--- src/hdl/bba_pkg.sv ---
// Package with the request and response types, status codes and defaults of the buddy allocator.
package bba_pkg;

    localparam int MAX_TREE_LEVELS_DEF = 8;
    localparam int SIZE_W              = 28;
    localparam int NODE_W              = 8;
    localparam int LEVEL_CNT_W         = 4;
    localparam int MIN_LOG2_W          = 5;
    localparam int APB_ADDR_W          = 3;
    localparam int APB_DATA_W          = 32;

    localparam logic [LEVEL_CNT_W-1:0] LEVEL_COUNT_RST = 4'd8;
    localparam logic [MIN_LOG2_W-1:0]  MIN_LOG2_RST    = 5'd4;

    localparam logic OP_ALLOC = 1'b0;
    localparam logic OP_FREE  = 1'b1;

    localparam logic [1:0] ST_OK        = 2'd0;
    localparam logic [1:0] ST_TOO_LARGE = 2'd1;
    localparam logic [1:0] ST_NO_BLOCK  = 2'd2;
    localparam logic [1:0] ST_BAD_NODE  = 2'd3;

    typedef struct packed {
        logic              opcode;
        logic [SIZE_W-1:0] request_size;
        logic [NODE_W-1:0] node_to_free;
    } t_req;

    typedef struct packed {
        logic [1:0]        status;
        logic [NODE_W-1:0] node_index;
        logic [SIZE_W-1:0] block_offset;
    } t_rsp;

endpackage

--- src/hdl/buddy_block_allocator.sv ---
// Top level of the buddy allocator: register port, request control and the free-bit memory.
// The free bits live in a single-port memory of 2**MAX_TREE_LEVELS-1 one-bit entries with a
// registered read. After reset a clearing pass writes every entry, leaving only the root free,
// before the first request is taken. An allocate, taken in the idle state, scans the levels
// node by node from the wanted level toward the root, reading and checking each node, and
// then splits one level at a time down to the wanted level. A free reads the buddy; while
// the buddy is free it merges and moves to the parent, setting the root when the merges reach
// it, and otherwise it marks its node free. A free of the root itself only sets the root. An
// oversized allocate or a bad node goes straight to the response. One request is in work at
// a time; a finished response waits in the output register while the next request is already
// taken, and while the output stays stalled the next request waits in its done state.
module buddy_block_allocator
    import bba_pkg::*;
#(
    parameter int MAX_TREE_LEVELS = MAX_TREE_LEVELS_DEF
) (
    input  logic                  i_clk,
    input  logic                  i_rst_n,
    input  logic                  psel,
    input  logic                  penable,
    input  logic                  pwrite,
    input  logic [APB_ADDR_W-1:0] paddr,
    input  logic [APB_DATA_W-1:0] pwdata,
    output logic [APB_DATA_W-1:0] prdata,
    output logic                  pready,
    input  logic                  i_in_valid,
    output logic                  o_in_stall,
    input  t_req                  i_in_data,
    output logic                  o_out_valid,
    input  logic                  i_out_stall,
    output t_rsp                  o_out_data
);

    localparam int IW         = MAX_TREE_LEVELS;
    localparam int NODE_COUNT = (1 << MAX_TREE_LEVELS) - 1;
    localparam int LW         = $clog2(MAX_TREE_LEVELS + 1);
    localparam int KW         = 6;

    typedef enum logic [3:0] {
        S_CLR, S_IDLE, S_A_RD, S_A_CHK, S_A_SPLIT, S_F_RD, S_F_CHK, S_F_CLR, S_F_SET, S_DONE
    } t_state;

    t_state                 r_state;
    logic [LEVEL_CNT_W-1:0] r_level_count;
    logic [MIN_LOG2_W-1:0]  r_min_log2;
    logic [IW-1:0]          r_idx;
    logic [LW-1:0]          r_lev;
    logic [LW-1:0]          r_want;
    logic [1:0]             r_status;
    logic                   r_free_op;
    logic                   r_out_valid;
    t_rsp                   r_out;

    logic                   mem [NODE_COUNT];
    logic                   r_rd;
    logic                   mem_we;
    logic                   mem_wd;
    logic [IW-1:0]          mem_idx;

    logic [LW-1:0]          lv;
    logic                   cfg_wr;
    logic                   in_acc;
    logic [4:0]             size_bits;
    logic [KW-1:0]          kmin;
    logic [IW:0]            lev_first;
    logic [IW:0]            next_first;
    logic                   lev_last;
    logic [IW-1:0]          mate;
    logic [IW-1:0]          parent;
    logic [IW-1:0]          left_child;
    logic [IW-1:0]          right_child;
    logic [16:0]            lv_limit;
    logic [IW+7:0]          free_ext;
    logic [IW+7:0]          node_ext;
    logic [IW+SIZE_W-1:0]   off_ext;
    logic [KW-1:0]          off_shift;

    always_comb begin
        if (r_level_count == '0) begin
            lv = LW'(1);
        end else if (5'(r_level_count) > 5'(MAX_TREE_LEVELS)) begin
            lv = LW'(MAX_TREE_LEVELS);
        end else begin
            lv = LW'(r_level_count);
        end
    end

    assign pready = 1'b1;
    assign cfg_wr = psel && penable && pwrite;
    assign prdata = paddr[2] ? APB_DATA_W'(r_min_log2) : APB_DATA_W'(r_level_count);

    assign in_acc     = i_in_valid && !o_in_stall;
    assign o_in_stall = (r_state != S_IDLE);

    always_comb begin
        size_bits = '0;
        for (int b = 0; b < SIZE_W; b++) begin
            if (((i_in_data.request_size - SIZE_W'(1)) >> b) != '0) begin
                size_bits = 5'(b + 1);
            end
        end
        if (i_in_data.request_size <= SIZE_W'(1)) begin
            size_bits = '0;
        end
        kmin = (KW'(size_bits) > KW'(r_min_log2)) ? KW'(size_bits) - KW'(r_min_log2) : '0;
    end

    assign lv_limit = (17'd1 << lv) - 17'd1;
    assign free_ext = {{IW{1'b0}}, i_in_data.node_to_free};

    assign lev_first   = ((IW + 1)'(1) << r_lev) - (IW + 1)'(1);
    assign next_first  = ((IW + 1)'(1) << (r_lev + LW'(1))) - (IW + 1)'(1);
    assign lev_last    = ({1'b0, r_idx} + (IW + 1)'(1)) == next_first;
    assign mate        = r_idx[0] ? r_idx + IW'(1) : r_idx - IW'(1);
    assign parent      = (r_idx - IW'(1)) >> 1;
    assign left_child  = IW'({r_idx, 1'b1});
    assign right_child = IW'({r_idx, 1'b0}) + IW'(2);

    assign node_ext  = {8'b0, r_idx};
    assign off_shift = KW'(r_min_log2) + KW'(lv) - KW'(1) - KW'(r_want);
    assign off_ext   = {{SIZE_W{1'b0}}, r_idx - IW'(lev_first)} << off_shift;

    always_comb begin
        mem_we  = 1'b0;
        mem_wd  = 1'b0;
        mem_idx = r_idx;
        case (r_state)
            S_CLR: begin
                mem_we = 1'b1;
                mem_wd = (r_idx == '0);
            end
            S_A_CHK: begin
                mem_we = r_rd;
            end
            S_A_SPLIT: begin
                mem_we  = 1'b1;
                mem_wd  = 1'b1;
                mem_idx = right_child;
            end
            S_F_RD: begin
                mem_idx = mate;
            end
            S_F_CHK: begin
                mem_we  = 1'b1;
                mem_wd  = !r_rd;
                mem_idx = r_rd ? mate : r_idx;
            end
            S_F_CLR: begin
                mem_we = 1'b1;
            end
            S_F_SET: begin
                mem_we = 1'b1;
                mem_wd = 1'b1;
            end
            default: begin
                mem_we = 1'b0;
            end
        endcase
    end

    always_ff @(posedge i_clk) begin
        if (mem_we) begin
            mem[mem_idx] <= mem_wd;
        end
        r_rd <= mem[mem_idx];
    end

    always_ff @(posedge i_clk) begin
        if (!i_rst_n) begin
            r_state       <= S_CLR;
            r_idx         <= '0;
            r_level_count <= LEVEL_COUNT_RST;
            r_min_log2    <= MIN_LOG2_RST;
            r_out_valid   <= 1'b0;
        end else begin
            if (cfg_wr) begin
                if (paddr[2]) begin
                    r_min_log2 <= pwdata[MIN_LOG2_W-1:0];
                end else begin
                    r_level_count <= pwdata[LEVEL_CNT_W-1:0];
                end
            end
            if (r_out_valid && !i_out_stall && r_state != S_DONE) begin
                r_out_valid <= 1'b0;
            end
            case (r_state)
                S_CLR: begin
                    r_idx <= r_idx + IW'(1);
                    if (r_idx == IW'(NODE_COUNT - 1)) begin
                        r_state <= S_IDLE;
                    end
                end
                S_IDLE: begin
                    if (in_acc) begin
                        r_free_op <= (i_in_data.opcode == OP_FREE);
                        if (i_in_data.opcode == OP_ALLOC) begin
                            if (kmin >= KW'(lv)) begin
                                r_status <= ST_TOO_LARGE;
                                r_state  <= S_DONE;
                            end else begin
                                r_status <= ST_OK;
                                r_want   <= LW'(KW'(lv) - KW'(1) - kmin);
                                r_lev    <= LW'(KW'(lv) - KW'(1) - kmin);
                                r_idx    <= IW'(((IW + 1)'(1) << LW'(KW'(lv) - KW'(1) - kmin))
                                            - (IW + 1)'(1));
                                r_state  <= S_A_RD;
                            end
                        end else begin
                            r_idx <= free_ext[IW-1:0];
                            if (17'(i_in_data.node_to_free) >= lv_limit) begin
                                r_status <= ST_BAD_NODE;
                                r_state  <= S_DONE;
                            end else if (i_in_data.node_to_free == '0) begin
                                r_status <= ST_OK;
                                r_state  <= S_F_SET;
                            end else begin
                                r_status <= ST_OK;
                                r_state  <= S_F_RD;
                            end
                        end
                    end
                end
                S_A_RD: begin
                    r_state <= S_A_CHK;
                end
                S_A_CHK: begin
                    if (r_rd) begin
                        r_state <= (r_lev == r_want) ? S_DONE : S_A_SPLIT;
                    end else if (lev_last) begin
                        if (r_lev == '0) begin
                            r_status <= ST_NO_BLOCK;
                            r_state  <= S_DONE;
                        end else begin
                            r_lev   <= r_lev - LW'(1);
                            r_idx   <= IW'(((IW + 1)'(1) << (r_lev - LW'(1))) - (IW + 1)'(1));
                            r_state <= S_A_RD;
                        end
                    end else begin
                        r_idx   <= r_idx + IW'(1);
                        r_state <= S_A_RD;
                    end
                end
                S_A_SPLIT: begin
                    r_idx <= left_child;
                    r_lev <= r_lev + LW'(1);
                    if (r_lev + LW'(1) == r_want) begin
                        r_state <= S_DONE;
                    end
                end
                S_F_RD: begin
                    r_state <= S_F_CHK;
                end
                S_F_CHK: begin
                    r_state <= r_rd ? S_F_CLR : S_DONE;
                end
                S_F_CLR: begin
                    r_idx   <= parent;
                    r_state <= (parent == '0) ? S_F_SET : S_F_RD;
                end
                S_F_SET: begin
                    r_state <= S_DONE;
                end
                S_DONE: begin
                    if (!r_out_valid || !i_out_stall) begin
                        r_out_valid  <= 1'b1;
                        r_out.status <= r_status;
                        if (r_status == ST_OK && !r_free_op) begin
                            r_out.node_index   <= node_ext[7:0];
                            r_out.block_offset <= off_ext[SIZE_W-1:0];
                        end else begin
                            r_out.node_index   <= '0;
                            r_out.block_offset <= '0;
                        end
                        r_state <= S_IDLE;
                    end
                end
                default: begin
                    r_state <= S_IDLE;
                end
            endcase
        end
    end

    assign o_out_valid = r_out_valid;
    assign o_out_data  = r_out;

endmodule

--- config.mk ---
export PLATFORM = sky130hd
export DESIGN_NAME = buddy_block_allocator
export DESIGN_NICKNAME = d
export VERILOG_FILES = /design/src/hdl/bba_pkg.sv /design/src/hdl/buddy_block_allocator.sv
export SDC_FILE = /design/constraint.sdc
export NUM_CORES = 1
export LEC_CHECK = 0
export BUFFER_PORTS_ARGS = -buffer_cell sky130_fd_sc_hd__buf_2
export CAP_MARGIN = 20
export CORE_UTILIZATION = 25
export CTS_CLUSTER_DIAMETER = 40
export DETAILED_ROUTE_END_ITERATION = 7
export PLACE_DENSITY = 0.38
export SLEW_MARGIN = 15
export SYNTH_ARGS = -nofsm -noshare
export SYNTH_HDL_FRONTEND = slang
export SYNTH_SLANG_ARGS = --single-unit
--- constraint.sdc ---
create_clock -name i_clk -period 24.6 [get_ports i_clk]
set_input_delay 4.92 -clock i_clk [delete_from_list [all_inputs] [get_ports i_clk]]
set_output_delay 4.92 -clock i_clk [all_outputs]
set_load 0.005 [all_outputs]
==> results of run 1 <==
==> registers in the layout (all words and copies together) (netlist names) <==
name           cells
mem              255
r_rd               1
r_free_op          1
r_state            4
o_out_data        38
r_min_log2         5
r_want             4
o_out_valid        1
r_idx              8
r_level_count      4
r_status           2
r_lev              4
==> cell type report <==
class                           instances  area (um^2)
Fill cell                            8289        54200
Sequential cell                       327         9590
Multi-Input combinational cell       1621         9360
Clock buffer                           72         1670
Tap cell                             1040         1300
Timing Repair Buffer                  126          858
Clock inverter                         50          702
Inverter                               50          188
Antenna cell                            2         5.00
==> worst reg2reg max path, delay by kind of cell, from the launching register on <==
family                     cells  cell delay [ns]
AOI/OAI and AO/OA              7             2.35
buffers and inverters          3             1.26
and+or+nand+nor                2             0.79
adders and majority gates      1             0.68
DFF                            1             0.30
==> worst paths after layout <==
check	to	cells after the start	start
worst max-delay path	r_idx[4]$_SDFFE_PN0P_	33	i_in_data[9]
worst min-delay path	o_out_data[37]$_DFFE_PP_	0	r_status[1]$_SDFFCE_PP1P_
worst max register to register	r_rd$_DFF_P_	13	r_idx[0]$_SDFFE_PN0P_
worst min register to register	o_out_data[37]$_DFFE_PP_	0	r_status[1]$_SDFFCE_PP1P_
==> where the power goes <==
part	internal (mW)	switching, mW	leakage, nW
clock	0.637	0.324	1.12
sequential	0.624	0.00393	2.93
combinational	0.0484	0.115	4.24
total	1.31	0.443	8.29
==> synth_stat cells, types with 11 or more instances <==
cell,count
sky130_fd_sc_hd__nand3_1,74
sky130_fd_sc_hd__dfxtp_1,23
sky130_fd_sc_hd__nor2b_1,16
sky130_fd_sc_hd__nor3_1,40
sky130_fd_sc_hd__buf_4,28
sky130_fd_sc_hd__o211ai_1,11
sky130_fd_sc_hd__xor2_1,35
sky130_fd_sc_hd__nor2_1,388
sky130_fd_sc_hd__mux2i_1,31
sky130_fd_sc_hd__clkbuf_1,126
sky130_fd_sc_hd__edfxtp_1,304
sky130_fd_sc_hd__xnor2_1,34
sky130_fd_sc_hd__o21ai_0,59
sky130_fd_sc_hd__and3_1,45
sky130_fd_sc_hd__a311oi_1,28
sky130_fd_sc_hd__a31oi_1,46
sky130_fd_sc_hd__nand2b_1,22
sky130_fd_sc_hd__buf_2,15
sky130_fd_sc_hd__and2_1,17
sky130_fd_sc_hd__nand2_1,324
sky130_fd_sc_hd__ha_1,55
sky130_fd_sc_hd__a21oi_1,85
sky130_fd_sc_hd__or3_1,16
sky130_fd_sc_hd__a21o_1,25
sky130_fd_sc_hd__buf_1,11
sky130_fd_sc_hd__inv_1,47
sky130_fd_sc_hd__a22oi_1,13
sky130_fd_sc_hd__a211oi_1,43
==> cell families after synthesis <==
family / share of synthesized area, %
DFF: 48.5
buffers and inverters: 5.08
xor gates and xnor gates: 3.29
and+or+nand+nor: 22.6
adders and majority gates: 4.29
AOI/OAI and AO/OA: 14.1
other: 0.0380
muxes: 2.14
==> layer usage <==
layer / wire length [um] / vias to the layer above
met4: 1770 / 0
met1: 30800 / 8188
met2: 31700 / 397
met5: 0 / -
li1: - / 7772
met3: 2700 / 108
==> per-stage QoR <==
step	cells	cell area (um^2)	hold WS [ns]	util, %	setup slack (ns)
floorplan	2180	19900	0.428	-	12.96
global placement	3155	21100	0.440	27.1	11.59
detailed placement	3159	21200	0.442	27.2	11.50
CTS	3281	23500	0.447	30.2	12.12
global route	3288	23700	0.463	30.4	11.60
finish	3288	23700	0.449	30.4	12.06
==> results.md, run 1 <==
- Dominant register cell in the synthesized netlist: sky130_fd_sc_hd__edfxtp_1
- Final Hold Violating Endpoints: 0
- GP Congestion: 0.844
- Top-level port count: 152
- Area of the placeable core: 77800 um^2
- Violation count after the first detailed-route iteration: 1215
- Port bufs: 94
- Layer carrying the most global-route usage: met2
- Remaining antenna violation count: 0
- Routed via count divided by cell count: 5.01
- Leading cell types by total area after synthesis: sky130_fd_sc_hd__edfxtp_1 (46%), sky130_fd_sc_hd__nor2_1 (7.4%), sky130_fd_sc_hd__nand2_1 (6.2%)
- Clock tree from TritonCTS: yes
- Quantity of hold-fixing buffers added after cts: 0
- Hold/Removal Path Class: register to register
- RSZ-0062 raised after global routing: false
- Data arrival time of the worst path: 13.07 ns
- Setup TNS after final layout: 0 ns
- Clock-pin slew on the worst setup and hold paths: 0.05 ns
- Final setup violating endpoints: 0
- CTS H-tree lvls: 3
- Net count, final: 2334
- Number of antenna violations at the first check in global routing: 2
- Global routing met3 resource utilization: 2.93%
- Met1 routing resource usage after global routing: 21.8%
- Critical-path cell with the highest stage delay: sky130_fd_sc_hd__a2111oi_0
- Clock insertion delay at the later pin of the skew report: 0.60 ns
- Worst vdd ir: 0.0768 mV
- Full die area: 80200 um^2
- Peak per-stage delay on the critical path: 0.59 ns
- Initial cell density of the core: 25.4%
- Overflow left after global routing: 0
- Die height: 283 um
- Clock period minus final worst setup slack: 12.54 ns
- Post-CTS setup-driven buffer insertion count: 0
- Total detailed-routing wirelength: 67000 um
- Global-route met2 utilization: 26.8%
- Master cell of the clock root buffer: sky130_fd_sc_hd__clkbuf_16
- Power, Total: 1.75 mW
- Number of core rows: 102
- Status: complete, no violations
- Post-synthesis area per instance: 9.18 um^2
- Cell area after synthesis: 19800 um^2
- First-pass GRT wire length: 101000 um
- Final clock period utilization by the worst path: 51.0%
- Commonest non-fill, non-tap cell in the layout: sky130_fd_sc_hd__nor2_1
- Startpoint type of the worst setup path: primary input
- Number of search-and-repair iterations in the first detailed-routing pass: 5
- Routed wire per std cell: 20.4 um
- Standby leakage power: 8.29 nW
- DRC viols: 0
- Area delta synth->final: 19.8%
- Slew Limit Fails: 0
- Largest delay share family, worst path: compound AO/OA/AOI/OAI gates
- Post-synthesis sequential element count: 327
- Kind of critical path: primary input to register
- Die Span X: 283 um
- Number of global-route vias before repair: 16231
- FMAX: 0.0797 GHz
- Max-cap check violation count: 0
- Worst R2R Setup Slack: 19.08 ns
- TritonCTS buffer count: 66
- Cells after synthesis: 2152
- Buffering stage count on the worst path with inverters included: 5
- Sinks on the clock net: 327
- Category of the worst setup path capture point: register
- Count of distinct cell types in the synthesized netlist: 80
- Commonest cells after routing, fill and taps aside: sky130_fd_sc_hd__nor2_1 (386), sky130_fd_sc_hd__nand2_1 (323), sky130_fd_sc_hd__edfxtp_1 (304)
- Power per cell area: 74.0 nW/um^2
- Global routing usage summed across all routing layers: 16.4%
- Highest net fanout along the worst path: 15
- CP Data Required Time: 25.13 ns
- Headroom to the max-slew limit: 19.6%
- Number of synthesized flops with an enable pin: 304
- Cell type with the highest aggregate area in the netlist: sky130_fd_sc_hd__edfxtp_1
- Detailed-route via count: 16465
- Fraction of registers with async set/reset: 0%
- Maximum number of pins on one net before global-route repair: 107
- Post-DP HPWL: 42400 um
- Fraction of synthesized cell area taken by the top area cell type: 46.2%
- Sequential area share after synthesis: 48.5%
- Worst-Margin Slew: 1.20 ns
- Post_cts resized: 0
- Number of warnings reported in the yosys synthesis log: 0
- Clock Skew: 0.0304 ns
- Bufs on Longest Clock Path: 3
- Fraction of layout cells with a size suffix above 1: 12.0%
Power figures use the tool's default switching activity.
==> run 2, diff against run 1 <==
--- a/config.mk
+++ b/config.mk
@@ -5,6 +5,7 @@
 export SDC_FILE = /design/constraint.sdc
 export NUM_CORES = 1
 export LEC_CHECK = 0
+export ABC_AREA = 1
 export BUFFER_PORTS_ARGS = -buffer_cell sky130_fd_sc_hd__buf_2
 export CAP_MARGIN = 20
 export CORE_UTILIZATION = 25
==> constraint.sdc (replaced) <==
create_clock -name i_clk -period 12.7 [get_ports i_clk]
set_input_delay 2.54 -clock i_clk [delete_from_list [all_inputs] [get_ports i_clk]]
set_output_delay 2.54 -clock i_clk [all_outputs]
set_load 0.005 [all_outputs]
==> results.md, run 2 <==
- Number of search-and-repair iterations in the first detailed-routing pass: 5
- Area of the placeable core: 75800 um^2
- CP Data Required Time: 13.22 ns
- Sinks on the clock net: 327
- Max-cap check violation count: 0
- Number of synthesized flops with an enable pin: 304
- Commonest cells in the synthesized netlist: sky130_fd_sc_hd__nor2_1 (435), sky130_fd_sc_hd__edfxtp_1 (304), sky130_fd_sc_hd__nand2_1 (287), sky130_fd_sc_hd__inv_1 (190), sky130_fd_sc_hd__nand3_1 (185)
- Number of global-route vias before repair: 15904
- Headroom to the max-slew limit: 30.8%
- Peak per-stage delay on the critical path: 0.56 ns
- Number of warnings reported in the yosys synthesis log: 0
- Part of the power in combinational logic: 33.6%
- Critical-path cell with the highest stage delay: sky130_fd_sc_hd__xor2_1
- Count of antenna diodes in the layout: 0
- Routed wire per std cell: 19.4 um
- Most frequent cell after synthesis: sky130_fd_sc_hd__nor2_1
- Data arrival time of the worst path: 9.84 ns
- Number of core rows: 101
- Category of the worst setup path capture point: register
- Fraction of layout cells with a size suffix above 1: 12.9%
- Violation count after the first detailed-route iteration: 1089
- FMAX: 0.107 GHz
- Count of distinct cell types in the synthesized netlist: 61
- Initial cell density of the core: 25.3%
- Overflow left after global routing: 0
- First-pass GRT wire length: 97000 um
- Clock insertion delay at the later pin of the skew report: 0.60 ns
- Clock Skew: 0.0311 ns
- Net switching power figure: 1.94 mW
- Quantity of hold-fixing buffers added after cts: 0
- Area delta synth->final: 19.9%
- CTS H-tree lvls: 3
- Net count, final: 2405
- TritonCTS buffer count: 69
- Routed via count divided by cell count: 4.81
- Standby leakage power: 8.25 nW
- Fraction of synthesized cell area taken by the top area cell type: 47.7%
- Post-synthesis sequential element count: 327
- Flip-flop count of the largest register after layout: 255
- Setup TNS after final layout: 0 ns
- Status: complete, no violations
- Maximum number of pins on one net before global-route repair: 256
- DRC viols: 0
- Die height: 279 um
- Slew Limit Fails: 0
- Final cell area excluding filler cells: 23000 um^2
- Clock tree from TritonCTS: yes
- Kind of critical path: primary input to register
- Dominant register cell in the synthesized netlist: sky130_fd_sc_hd__edfxtp_1
- Die Span X: 279 um
- GP Congestion: 0.892
- Highest net fanout along the worst path: 12
- Post-synthesis area per instance: 8.83 um^2
- Number of placed cells counting well taps: 3168
- Worst vdd ir: 0.292 mV
- Largest Register: mem
- Top-level port count: 152
- Power, Total: 4.92 mW
- Non-filler cells, final: 3298
- Fillers: 8037
- Post_cts resized: 0
- Detailed-route via count: 15869
- Cell area after synthesis: 19200 um^2
- Sw Share: 39.3%
- Int Power: 2.99 mW
- Remaining antenna violation count: 0
- Master cell of the clock root buffer: sky130_fd_sc_hd__clkbuf_16
- Power per cell area: 214 nW/um^2
- Commonest non-fill, non-tap cell in the layout: sky130_fd_sc_hd__nor2_1
- Clock period minus final worst setup slack: 9.32 ns
- Port bufs: 94
- Worst R2R Setup Slack: 7.30 ns
- Final Hold Violating Endpoints: 0
- Fraction of registers with async set/reset: 0%
- Sequential area share after synthesis: 50.1%
- Number of antenna violations at the first check in global routing: 0
- Worst-Margin Slew: 1.04 ns
- Placement-stage worst setup slack: 2.84 ns
- Sequential share of power: 30.0%
- Clock-pin slew on the worst setup and hold paths: 0.05 ns
- Clock group share of total power: 36.4%
- Final clock period utilization by the worst path: 73.4%
- Multi-input gate area in the final layout: 8340 um^2
- Final WS setup: 3.38 ns
- RSZ-0062 raised after global routing: false
- Register cell area after layout: 9590 um^2
- Total detailed-routing wirelength: 63800 um
- Cells after synthesis: 2170
- Bufs on Longest Clock Path: 3
- Hold/Removal Path Class: register to register
- Full die area: 77700 um^2
- Global routing usage summed across all routing layers: 16.4%
- Leading cell types by total area after synthesis: sky130_fd_sc_hd__edfxtp_1 (48%), sky130_fd_sc_hd__nor2_1 (8.5%), sky130_fd_sc_hd__nand2_1 (5.6%)
- Startpoint type of the worst setup path: primary input
- Cell type with the highest occurrence count on the critical path: sky130_fd_sc_hd__nand2_1
- Post-CTS setup-driven buffer insertion count: 0
- Post-DP HPWL: 42000 um
- Commonest cells after routing, fill and taps aside: sky130_fd_sc_hd__nor2_1 (434), sky130_fd_sc_hd__edfxtp_1 (304), sky130_fd_sc_hd__nand2_1 (286)
- Cell type with the highest aggregate area in the netlist: sky130_fd_sc_hd__edfxtp_1
- Final setup violating endpoints: 0
- Instance area at placement: 20600 um^2
-- run 2: cell types whose count changed after synthesis, moves of 37 or more --
cell                       previous run  this run
sky130_fd_sc_hd__inv_1               47       190
sky130_fd_sc_hd__a22oi_1             13        66
sky130_fd_sc_hd__and3_1              45         3
sky130_fd_sc_hd__nand2_1            324       287
sky130_fd_sc_hd__nand3_1             74       185
sky130_fd_sc_hd__nor2_1             388       435
sky130_fd_sc_hd__clkbuf_1           126        71
sky130_fd_sc_hd__a211oi_1            43         6
-- run 2: cell families after synthesis --
| family | share of synthesized area [%] |
|---|---|
| multiplexers | 0.105 |
| XOR/XNOR | 3.09 |
| adder cells (fa/ha/maj) | 4.43 |
| flip-flops | 50.1 |
| other | 0.0392 |
| AO/OA/AOI/OAI | 11.1 |
| buffers and inverters | 7.11 |
| AND/OR/NAND/NOR | 24.1 |
-- run 2: area by class of cell --
| cell class | count | area share [%] |
|---|---|---|
| clock buffers | 79 | 7.77 |
| clock inverters | 49 | 2.45 |
| flip-flops and latches | 327 | 41.7 |
| multi-input cells | 1547 | 36.3 |
| inverters | 197 | 3.22 |
| repair buffers | 121 | 3.16 |
| well taps | 978 | 5.33 |
-- run 2: per-layer routing --
| metal | wire [um] | track usage, % | up-vias |
|---|---|---|---|
| met2 | 31100 | 28.2 | 383 |
| met1 | 27800 | 20.6 | 7714 |
| met5 | 0 | 0 | - |
| met3 | 2930 | 2.58 | 103 |
| li1 | - | - | 7669 |
| met4 | 2040 | 6.38 | 0 |
-- run 2: final timing paths --
check,to,start,depth (start not counted)
worst max-delay path,r_idx[6]$_SDFFE_PN0P_,i_in_data[8],60
worst min-delay path,o_out_data[37]$_DFFE_PP_,r_status[1]$_SDFFCE_PP1P_,0
worst max register to register,r_rd$_DFF_P_,r_idx[0]$_SDFFE_PN0P_,13
worst min register to register,o_out_data[37]$_DFFE_PP_,r_status[1]$_SDFFCE_PP1P_,0
-- run 2: critical path, delay by kind of cell --
family          cells  cell delay, ns
xor+xnor            1            0.56
compound gates      9            1.42
fa+ha+maj           5            1.35
simple gates       34            3.03
buf+inv            11            0.90
-- run 2: power groups by stage --
stage	Clock [mW]	Sequential (mW)	Combinational, mW
6_report	1.79	1.47	1.66
4_1_cts	1.84	1.47	1.68
5_1_grt	1.88	1.48	1.83
2_1_floorplan	0	1.53	1.05
3_5_place_dp	0	1.49	1.67
3_3_place_gp	0	1.49	1.66
-- run 2: stage by stage --
stage / utilization (%) / hold WS (ns)
finish: 30.3 / 0.444
floorplan: - / 0.428
detailed placement: 27.2 / 0.441
global placement: 27.1 / 0.437
global route: 30.3 / 0.470
CTS: 30.3 / 0.451
==> run 3, diff against run 2 <==
--- a/config.mk
+++ b/config.mk
@@ -11,7 +11,7 @@
 export CORE_UTILIZATION = 25
 export CTS_CLUSTER_DIAMETER = 40
 export DETAILED_ROUTE_END_ITERATION = 7
-export PLACE_DENSITY = 0.38
+export PLACE_DENSITY = 0.39
 export SLEW_MARGIN = 15
 export SYNTH_ARGS = -nofsm -noshare
 export SYNTH_HDL_FRONTEND = slang
==> constraint.sdc (replaced) <==
create_clock -name i_clk -period 8.25 [get_ports i_clk]
set_input_delay 1.65 -clock i_clk [delete_from_list [all_inputs] [get_ports i_clk]]
set_output_delay 1.65 -clock i_clk [all_outputs]
set_load 0.005 [all_outputs]
==> results.md, run 3 (synthesis results as in run 2) <==
- Violation count after the first detailed-route iteration: 1131
- Number of global-route vias before repair: 15681
- Maximum number of pins on one net before global-route repair: 256
- Power, Total: 7.47 mW
- TritonCTS buffer count: 61
- Status: complete, but fails checks
- Commonest cells after routing, fill and taps aside: sky130_fd_sc_hd__nor2_1 (431), sky130_fd_sc_hd__edfxtp_1 (304), sky130_fd_sc_hd__nand2_1 (286)
- Net count, final: 2421
- Startpoint type of the worst setup path: primary input
- Net switching power figure: 2.91 mW
- Largest Register: mem
- Quantity of hold-fixing buffers added after cts: 0
- Number of antenna violations at the first check in global routing: 0
- Fraction of layout cells with a size suffix above 1: 13.7%
- Die height: 279 um
- First-pass GRT wire length: 96000 um
- Peak per-stage delay on the critical path: 0.37 ns
- Die Span X: 279 um
- Number of core rows: 101
- Power per cell area: 324 nW/um^2
- Instance area at placement: 20800 um^2
- Hold/Removal Path Class: register to register
- Worst vdd ir: 0.421 mV
- Routed wire per std cell: 19.3 um
- Endpoint with the worst hold slack: o_out_data[36]$_DFFE_PP_
- Data arrival time of the worst path: 7.85 ns
- FMAX: 0.135 GHz
- Top-level port count: 152
- DRC viols: 2
- Area of the placeable core: 75800 um^2
- Port bufs: 94
- Flip-flop count of the largest register after layout: 255
- Sinks on the clock net: 327
- Sequential share of power: 30.4%
- Area delta synth->final: 20.2%
- Remaining antenna violation count: 0
- Kind of critical path: primary input to register
- Launch point of the worst reg-to-reg path: r_idx[0]$_SDFFE_PN0P_
- RSZ-0062 raised after global routing: false
- Number of search-and-repair iterations in the first detailed-routing pass: 8
- Clock tree from TritonCTS: yes
- Worst R2R Setup Slack: 2.47 ns
- Final Hold Violating Endpoints: 0
- Fillers: 8039
- Setup TNS after final layout: 0 ns
- Detailed-route via count: 15928
- Clock-pin slew on the worst setup and hold paths: 0.05 ns
- Hold Path Depth: 0
- CTS H-tree lvls: 2
- Clock insertion delay at the later pin of the skew report: 0.63 ns
- Int Power: 4.55 mW
- Standby leakage power: 8.33 nW
- Routed via count divided by cell count: 4.82
- Bufs on Longest Clock Path: 3
- Clock Skew: 0.0615 ns
- Post-DP HPWL: 42000 um
- Count of antenna diodes in the layout: 0
- Cell type with the highest occurrence count on the critical path: sky130_fd_sc_hd__nand2_1
- Critical-path cell with the highest stage delay: sky130_fd_sc_hd__fa_1
- Sw Share: 39.0%
- Initial cell density of the core: 25.3%
- GP Congestion: 0.870
- Clock period minus final worst setup slack: 7.42 ns
- Final setup violating endpoints: 0
- Global routing usage summed across all routing layers: 16.1%
- Hold wc startpoint: r_status[0]$_SDFFCE_PP0P_
- Category of the worst setup path capture point: register
- Multi-input gate area in the final layout: 8370 um^2
- Max-cap check violation count: 0
- Clock group share of total power: 35.0%
- Worst-Margin Slew: 1.18 ns
- Total detailed-routing wirelength: 63800 um
- Master cell of the clock root buffer: sky130_fd_sc_hd__clkbuf_16
- Terminus of the critical flop-to-flop path: mem[74]$_DFFE_PP_
- CP Data Required Time: 8.68 ns
- Commonest non-fill, non-tap cell in the layout: sky130_fd_sc_hd__nor2_1
- Part of the power in combinational logic: 34.6%
- Register cell area after layout: 9590 um^2
- Final clock period utilization by the worst path: 89.9%
- Final cell area excluding filler cells: 23000 um^2
- Slew Limit Fails: 0
- Highest net fanout along the worst path: 7
- Overflow left after global routing: 0
- Cell count of the worst reg-to-reg path: 10
- Violated checks: DRC
- Headroom to the max-slew limit: 21.3%
- Full die area: 77700 um^2
run 3: worst max-delay path by stage:
stage,start,endpoint,slack [ns],cells after the start
2_1_floorplan,i_in_data[8],r_idx[6]$_SDFFE_PN0P_,0.84,59
3_5_place_dp,i_in_data[9],r_idx[6]$_SDFFE_PN0P_,-0.05,59
3_3_place_gp,i_in_data[9],r_idx[6]$_SDFFE_PN0P_,-0.05,59
5_1_grt,i_in_data[8],r_idx[2]$_SDFFE_PN0P_,0.02,63
4_1_cts,i_in_data[9],r_idx[6]$_SDFFE_PN0P_,0.55,59
6_report,i_in_data[9],r_idx[2]$_SDFFE_PN0P_,0.83,63
run 3: power groups by stage:
| stage | combinational (mW) | sequential [mW] | clock [mW] |
|---|---|---|---|
| floorplan | 1.62 | 2.31 | 0 |
| CTS | 2.61 | 2.27 | 2.67 |
| finish | 2.58 | 2.27 | 2.61 |
| global placement | 2.58 | 2.30 | 0 |
| global route | 2.84 | 2.27 | 2.74 |
| detailed placement | 2.60 | 2.30 | 0 |
run 3: critical path: cells and delay by family:
kind,cells,cell delay (ns)
compound gates,9,1.14
fa+ha+maj,5,1.19
buf+inv,10,0.82
xor+xnor,1,0.28
simple gates,38,2.74
run 3: final cells by class:
cell class | count | share of cell area (%)
well taps | 978 | 5.31
clock inverters | 47 | 2.67
clock buffers | 66 | 6.71
multi-input cells | 1547 | 36.3
inverters | 197 | 3.22
repair buffers | 145 | 4.11
flip-flops and latches | 327 | 41.6
run 3: through the flow:
step / util [%] / setup WS (ns) / hold WS (ns) / std cells
after floorplan: - / 0.840 / 0.428 / 2198
after global placement: 27.3 / -0.0500 / 0.439 / 3187
after detailed placement: 27.4 / -0.0525 / 0.447 / 3190
after CTS: 30.3 / 0.547 / 0.458 / 3303
after global routing: 30.4 / 0.0186 / 0.472 / 3307
final: 30.4 / 0.834 / 0.458 / 3307
run 3: routing by layer:
layer  up-vias  GRT usage (%)  wire (um)
met1      7843           21.0      28700
met3        72           2.25       2520
met4         0           4.45       1470
met5         -              0          0
met2       327           27.8      31100
li1       7686              -          -
run 3: what timing repair did:
item                                    in CTS  in global routing
setup buffers                                0                  3
endpoints found under the setup margin       0                  7
gates resized for setup                      0                  8
